===== src/hw/rtl/kdcl_pkg.sv =====
`default_nettype none

package kdcl_pkg;

  localparam int unsigned NumKeys     = 13;
  localparam int unsigned KeyIdxW     = $clog2(NumKeys);
  localparam int unsigned DebounceW   = 8;
  localparam int unsigned HoldW       = 16;
  localparam int unsigned CfgDataW    = 16;
  localparam int unsigned InTdataW    = 16;
  localparam int unsigned OutTdataW   = 24;

  // keys that can produce a click: bits 0-8, 11 and 12
  localparam logic [NumKeys-1:0] ClickMask = NumKeys'(13'h19FF);
  localparam int unsigned        TopKey    = 8;

  localparam logic [DebounceW-1:0] DebounceMax      = '1;
  localparam logic [DebounceW-1:0] DebounceReset    = DebounceW'(2);
  localparam logic [HoldW-1:0]     LongPressReset   = HoldW'(400);

  typedef enum logic [0:0] {
    CfgDebounce  = 1'b0,
    CfgLongPress = 1'b1
  } cfg_idx_e;

  typedef struct packed {
    logic [DebounceW-1:0] debounce_ticks;
    logic [HoldW-1:0]     long_press_ticks;
  } kdcl_cfg_t;

  typedef struct packed {
    logic                long_press;
    logic [KeyIdxW-1:0]  click_key;
    logic                click_valid;
    logic [NumKeys-1:0]  pressed_keys;
  } kdcl_result_t;

endpackage

`default_nettype wire


===== src/hw/rtl/kdcl_core.sv =====
`default_nettype none

module kdcl_core
  import kdcl_pkg::*;
(
  input  wire logic               clk_i,
  input  wire logic               rst_ni,
  input  wire logic               step_i,
  input  wire logic [NumKeys-1:0] sample_i,
  input  wire kdcl_cfg_t          cfg_i,
  output      kdcl_result_t       result_o
);

  logic [NumKeys-1:0]   prev_q, prev_d;
  logic [DebounceW-1:0] cnt_q, cnt_d;
  logic [NumKeys-1:0]   stable_q, stable_d;
  logic [NumKeys-1:0]   press_q, press_d;
  logic [NumKeys-1:0]   release_q, release_d;
  logic [HoldW-1:0]     hold_q, hold_d;

  logic [DebounceW-1:0] cnt_inc;
  logic [NumKeys-1:0]   press_n, release_n, both;
  logic [HoldW-1:0]     hold_inc;
  logic                 pick_hit;
  logic [KeyIdxW-1:0]   pick_idx;

  always_comb begin
    prev_d    = prev_q;
    cnt_d     = cnt_q;
    stable_d  = stable_q;
    press_d   = press_q;
    release_d = release_q;
    hold_d    = hold_q;
    press_n   = press_q;
    release_n = release_q;
    both      = '0;
    pick_hit  = 1'b0;
    pick_idx  = '0;
    cnt_inc   = (cnt_q < DebounceMax) ? cnt_q + DebounceW'(1) : cnt_q;
    hold_inc  = hold_q + HoldW'(1);

    result_o.pressed_keys = stable_q;
    result_o.click_valid  = 1'b0;
    result_o.click_key    = '0;
    result_o.long_press   = 1'b0;

    if (sample_i != prev_q) begin
      prev_d = sample_i;
      cnt_d  = '0;
    end else begin
      cnt_d = cnt_inc;
      if (cnt_inc >= cfg_i.debounce_ticks) begin
        cnt_d     = cfg_i.debounce_ticks;
        press_n   = press_q | (~stable_q & sample_i);
        release_n = release_q | (stable_q & ~sample_i);
        stable_d  = sample_i;
      end

      // lowest clickable key with both edges seen wins
      both = press_n & release_n & ClickMask;
      for (int i = NumKeys - 1; i >= 0; i--) begin
        if (both[i]) begin
          pick_hit = 1'b1;
          pick_idx = KeyIdxW'(i);
        end
      end

      press_d   = press_n;
      release_d = release_n;
      if (pick_hit) begin
        press_d[pick_idx]   = 1'b0;
        release_d[pick_idx] = 1'b0;
      end

      // hold counter runs on the top key, free across releases
      if (!pick_hit && stable_d[TopKey]) begin
        if (hold_inc >= cfg_i.long_press_ticks) begin
          hold_d              = '0;
          result_o.long_press = 1'b1;
        end else begin
          hold_d = hold_inc;
        end
      end

      result_o.pressed_keys = stable_d;
      result_o.click_valid  = pick_hit;
      result_o.click_key    = pick_idx;
    end
  end

  always_ff @(posedge clk_i or negedge rst_ni) begin
    if (!rst_ni) begin
      prev_q    <= '0;
      cnt_q     <= '0;
      stable_q  <= '0;
      press_q   <= '0;
      release_q <= '0;
      hold_q    <= '0;
    end else if (step_i) begin
      prev_q    <= prev_d;
      cnt_q     <= cnt_d;
      stable_q  <= stable_d;
      press_q   <= press_d;
      release_q <= release_d;
      hold_q    <= hold_d;
    end
  end

endmodule

`default_nettype wire


===== src/hw/rtl/key_debounce_click_longpress.sv =====
// key debounce with click and long-press detection
//
// input stream: one beat per scan tick, tdata[12:0] holds the raw active-low
// pin levels of 13 keys and limit switches (upper bits ignored)
// output stream: one beat per input beat, in order; tdata carries the
// debounced pressed vector, a click flag with the clicked key index and a
// one-tick long-press pulse for the top key (bit 8)
// config port: cfg_we_i writes register cfg_idx_i (0 = debounce ticks,
// 1 = long-press ticks) from cfg_data_i on the same edge; write only while
// the block is idle
// latency: a result beat is offered the cycle after its input beat is taken
// throughput: one beat per cycle; the debounce state, edge latches and hold
// counter are updated by one pass of logic between the input and the output
// register
// reset: all key state and the output valid flag clear, registers return to
// debounce 2 and long press 400
// stall: the output register holds its beat while m_axis_tready is low;
// s_axis_tready stays high as long as the output beat is taken in the
// same cycle or the output register is empty

`default_nettype none

module key_debounce_click_longpress
  import kdcl_pkg::*;
(
  input  wire logic                 clk_i,
  input  wire logic                 rst_ni,
  // raw_pins[12:0], zero padding above
  input  wire logic [InTdataW-1:0]  s_axis_tdata,
  input  wire logic                 s_axis_tvalid,
  output      logic                 s_axis_tready,
  // pressed_keys[12:0], click_valid[13], click_key[17:14], long_press[18], zero pad
  output      logic [OutTdataW-1:0] m_axis_tdata,
  output      logic                 m_axis_tvalid,
  input  wire logic                 m_axis_tready,
  input  wire logic                 cfg_we_i,
  input  wire logic                 cfg_idx_i,
  input  wire logic [CfgDataW-1:0]  cfg_data_i
);

  kdcl_cfg_t    cfg_q;
  kdcl_result_t next_res;
  kdcl_result_t out_q;
  logic         out_valid_q, out_valid_d;
  logic         in_beat;
  logic [NumKeys-1:0] sample;

  // configuration registers
  always_ff @(posedge clk_i or negedge rst_ni) begin
    if (!rst_ni) begin
      cfg_q.debounce_ticks   <= DebounceReset;
      cfg_q.long_press_ticks <= LongPressReset;
    end else if (cfg_we_i) begin
      unique case (cfg_idx_e'(cfg_idx_i))
        CfgDebounce:  cfg_q.debounce_ticks   <= cfg_data_i[DebounceW-1:0];
        CfgLongPress: cfg_q.long_press_ticks <= cfg_data_i[HoldW-1:0];
        default:      ;
      endcase
    end
  end

  // output register can take a new beat when empty or draining this cycle
  assign s_axis_tready = !out_valid_q || m_axis_tready;
  assign in_beat       = s_axis_tvalid && s_axis_tready;

  // pins are active low
  assign sample = ~s_axis_tdata[NumKeys-1:0];

  kdcl_core u_core (
    .clk_i    (clk_i),
    .rst_ni   (rst_ni),
    .step_i   (in_beat),
    .sample_i (sample),
    .cfg_i    (cfg_q),
    .result_o (next_res)
  );

  always_comb begin
    out_valid_d = out_valid_q;
    if (in_beat) begin
      out_valid_d = 1'b1;
    end else if (m_axis_tready) begin
      out_valid_d = 1'b0;
    end
  end

  always_ff @(posedge clk_i or negedge rst_ni) begin
    if (!rst_ni) begin
      out_valid_q <= 1'b0;
    end else begin
      out_valid_q <= out_valid_d;
    end
  end

  // payload register, no reset needed
  always_ff @(posedge clk_i) begin
    if (in_beat) begin
      out_q <= next_res;
    end
  end

  assign m_axis_tvalid = out_valid_q;
  assign m_axis_tdata  = OutTdataW'(out_q);

endmodule

`default_nettype wire


===== config.mk =====
export PLATFORM = sky130hd
export DESIGN_NAME = key_debounce_click_longpress
export DESIGN_NICKNAME = d
export VERILOG_FILES = /design/src/hw/rtl/kdcl_pkg.sv /design/src/hw/rtl/kdcl_core.sv /design/src/hw/rtl/key_debounce_click_longpress.sv
export SDC_FILE = /design/constraint.sdc
export NUM_CORES = 1
export LEC_CHECK = 0
export CAP_MARGIN = 5
export CORE_ASPECT_RATIO = 1.5
export CORE_MARGIN = 2
export CORE_UTILIZATION = 40
export CTS_BUF_LIST = sky130_fd_sc_hd__clkbuf_4 sky130_fd_sc_hd__clkbuf_8
export CTS_CLUSTER_DIAMETER = 60
export CTS_CLUSTER_SIZE = 10
export DETAILED_ROUTE_END_ITERATION = 16
export DONT_BUFFER_PORTS = 1
export PLACE_DENSITY_LB_ADDON = 0.25
export SLEW_MARGIN = 5
export SYNTH_ARGS = -nofsm -noshare
export SYNTH_HDL_FRONTEND = slang
export SYNTH_HIERARCHICAL = 1
export SYNTH_SLANG_ARGS = --single-unit

===== constraint.sdc =====
create_clock -name clk_i -period 7.7 [get_ports clk_i]
set_input_delay 0.385 -clock clk_i [delete_from_list [all_inputs] [get_ports clk_i]]
set_output_delay 0.385 -clock clk_i [all_outputs]
set_load 0.01 [all_outputs]

==> results by group <==
Critical path
  • Crit-path cells: ha_1 > and3_1 > nand3_1 > mux2_2 > ha_1 > a2111o_1 > a21oi_4 > o22ai_1 > nor2_1 > nand3_2 > nor3_4 > mux2_4
  • Worst path slowest cell: nor3_4
  • Worst path arrival time: 5460 ps
  • Worst EP required: 7990 ps
  • Crit Path Class: register to register
  • Crit path launch type: register
  • Crit. End Element: register
  • Most used cell, CP: ha_1
  • Max Fanout on Critical Path: 18
  • CP peak stage delay: 680 ps

Timing
  • # setup viols final: 0
  • Final min period: 5170 ps
  • Setup Total Neg Slack: 0 ps
  • Max Fclk: 193 MHz
  • Final Cycle Share: 0.671
  • Skew final: 18.5 ps
  • Hold Fails Final Rpt: 0
  • Max-slew violation count: 0
  • Worst slew pin tran: 818 ps
  • RSZ-0062 raised after global routing: false
  • Post-route worst setup slack: 2530 ps
  • Normalized max-slew margin: 0.453

Synth
  • Area share of fa/ha/maj cells after synthesis: 0.0493
  • Fraction of registers with async set/reset: 0.836
  • Sequential share of the synthesized area: 0.455
  • Simple-gate share of the synthesized area: 0.145
  • Synth Flop Type: dfrtp_1
  • Most numerous cell in the Yosys netlist: dfrtp_1
  • Syn Std Cell Area: 0.00660 sq mm
  • Number of synthesized flops with an enable pin: 19
  • Top cell type's share of synthesized area: 0.352
  • Seq cells post-synth: 116
  • Most common library cells after synthesis: dfrtp_1, mux2_2, a21oi_1, inv_1, nor2b_1
  • XOR/XNOR Fraction of Synth Area: 0.0358
  • Mean Syn Cell Area: 11.0 sq um
  • Complex-gate fraction of the synthesized area: 0.124
  • Multiplexer share of the synthesized area: 0.146
  • Syn Inst Count: 601
  • Largest family of logic cells by synthesized area: multiplexers
  • Synthesis Warnings: 6
  • Top cells by area, synth: dfrtp_1, edfxtp_1, mux2_2
  • Synth area leader: dfrtp_1
  • Cell variety after synth: 61

Global route
  • Largest net degree at the start of global routing: 98
  • Initial antenna violation count: 0
  • GRT Resource Usage Total: 0.168
  • First-pass GRT wire length: 23.2 mm
  • Number of global-route vias before repair: 4633
  • Gr ovfl total: 0

Floorplan
  • IO Count: 64
  • DIE AREA: 0.0176 sq mm
  • Die Wd: 109 um
  • Die height: 161 um
  • Core Rows: 57
  • Starting Density: 0.408
  • Core footprint: 0.0162 sq mm

Detailed routing
  • Initial DRC Count: 189
  • DRT Wirelength: 13.6 mm
  • DRC: 0
  • Routed via count: 4473
  • Vias per inst: 5.43
  • DR WL/cell: 16.5 um
  • TritonRoute pass-1 iters: 4
  • Routed Antenna Nets: 0

Clock network
  • # resized after CTS: 0
  • Clk_lat worst skew: 420 ps
  • CTS sink count: 116
  • H-tree lvl count: 4
  • Clock root buffer: clkbuf_8
  • Reg clk slew, reported paths: 80 ps
  • Clock buffer depth: 2
  • CTS tree: yes
  • CTS Buf Count: 17

Placed design
  • Post-DP HPWL: 9.66 mm
  • Dpl ws: 2580 ps
  • Routability congestion estimate: 0.801
  • Port bufs: 0

Finish
  • Nets: 669
  • Util after Layout: 0.443
  • Area Overhead vs Synth: 8.58%
  • Register area: 0.00300 sq mm
  • Filler Cells Inserted: 1495
  • Diode count: 0
  • Ratio of cells with drive above 1 in the final layout: 0.202
  • Area of the multi-input gates: 0.00332 sq mm

Power
  • Cell Pwr Density: 188 mW/mm^2
  • Final Power: 0.00135 W
  • Peak supply drop: 0.117 mV
  • LEAKAGE: 3.34 nW

Outcome
  • Status: finished clean

Worst hold path
  • Min-Delay Path Class: primary input to register

Flow run
  • Max Cap Viol: 0
report_power, final:
group	switching, W	leakage (nW)	internal, W	total (W)
Combinational	0.0000665	1.71	0.0000587	0.000125
Clock	0.000265	0.187	0.000276	0.000541
Sequential	0.0000231	1.45	0.000659	0.000682
Total	0.000354	3.34	0.000994	0.00135
repair_timing:
action	in CTS	in global routing
setup buffers	0	0
endpoints found under the hold margin	97	0
hold buffers	2	0
setup endpoints to repair	0	0
logic make-up after synthesis:
logic type | count (synthesis)
other cells | 1
xor+xnor | 27
simple gates | 170
flops | 116
buf+inv | 64
mux | 77
fa+ha+maj | 26
compound gates | 120
layout by cell type, fill, tap and decap left out, drive strengths merged, types with 17 or more instances in the layout:
master,count
edfxtp,19
nand2,27
inv,44
clkbuf,19
mux2,73
dfrtp,93
nor2,36
xor2,17
nor2b,37
ha,26
a21oi,46
sequential cells by signal (all words and copies together) (netlist names):
register and flops:
u_core/stable_q 13, u_core/hold_q 16, u_core/cnt_q 8, m_axis_tvalid 1, m_axis_tdata 19, u_core/release_q 11, u_core/press_q 11, cfg_q 24
u_core/prev_q 13
layer usage:
metal  share of wire  track usage
met5               0            0
met4           0.011       0.0460
met3           0.030       0.0424
met2            0.52        0.285
met1            0.44        0.209
per-stage QoR:
| stage | cell area, sq um | cells | hold WS, ps |
|---|---|---|---|
| 2_1_floorplan | 6620 | 605 | 89.4 |
| 3_3_place_gp | 6750 | 790 | 94.0 |
| 3_5_place_dp | 6750 | 790 | 93.7 |
| 4_1_cts | 7170 | 824 | 40.9 |
| 5_1_grt | 7170 | 824 | 33.8 |
| 6_report | 7170 | 824 | 69.2 |
path summary, 6_finish.rpt:
kind                                                     from                       endpoint  slack [ps]  depth (start not counted)
worst max-delay path              u_core/cnt_q[0]$_DFFE_PN0P_   u_core/hold_q[3]$_DFFE_PN0P_        2530                         12
min in group asynchronous                              rst_ni  u_core/hold_q[10]$_DFFE_PN0P_         560                          2
worst min-delay path                            s_axis_tvalid      m_axis_tvalid$_DFFE_PN0P_          70                          1
worst min register to register  u_core/press_q[5]$_DFFE_PN0P_  u_core/press_q[5]$_DFFE_PN0P_         510                          2
max in group asynchronous                              rst_ni  u_core/press_q[6]$_DFFE_PN0P_        6750                          2
worst max register to register    u_core/cnt_q[0]$_DFFE_PN0P_   u_core/hold_q[3]$_DFFE_PN0P_        2530                         12
final cells by class:
type                       count  share of cell area
clock inverter                13              0.0171
multi-input combinational    425               0.463
clock buffer                  19              0.0365
sequential                   116               0.419
inverter                      41              0.0215
timing repair buffer           4             0.00733
tap                          206              0.0360
worst max-delay path, delay by kind of cell (launching register included):
kind / cells / cell delay [ps]
AOI/OAI and AO/OA: 3 / 1330
adders and majority gates: 2 / 530
DFF: 1 / 450
muxes: 2 / 750
and+or+nand+nor: 5 / 1950
Note: power is estimated with default switching activity, not from simulation.
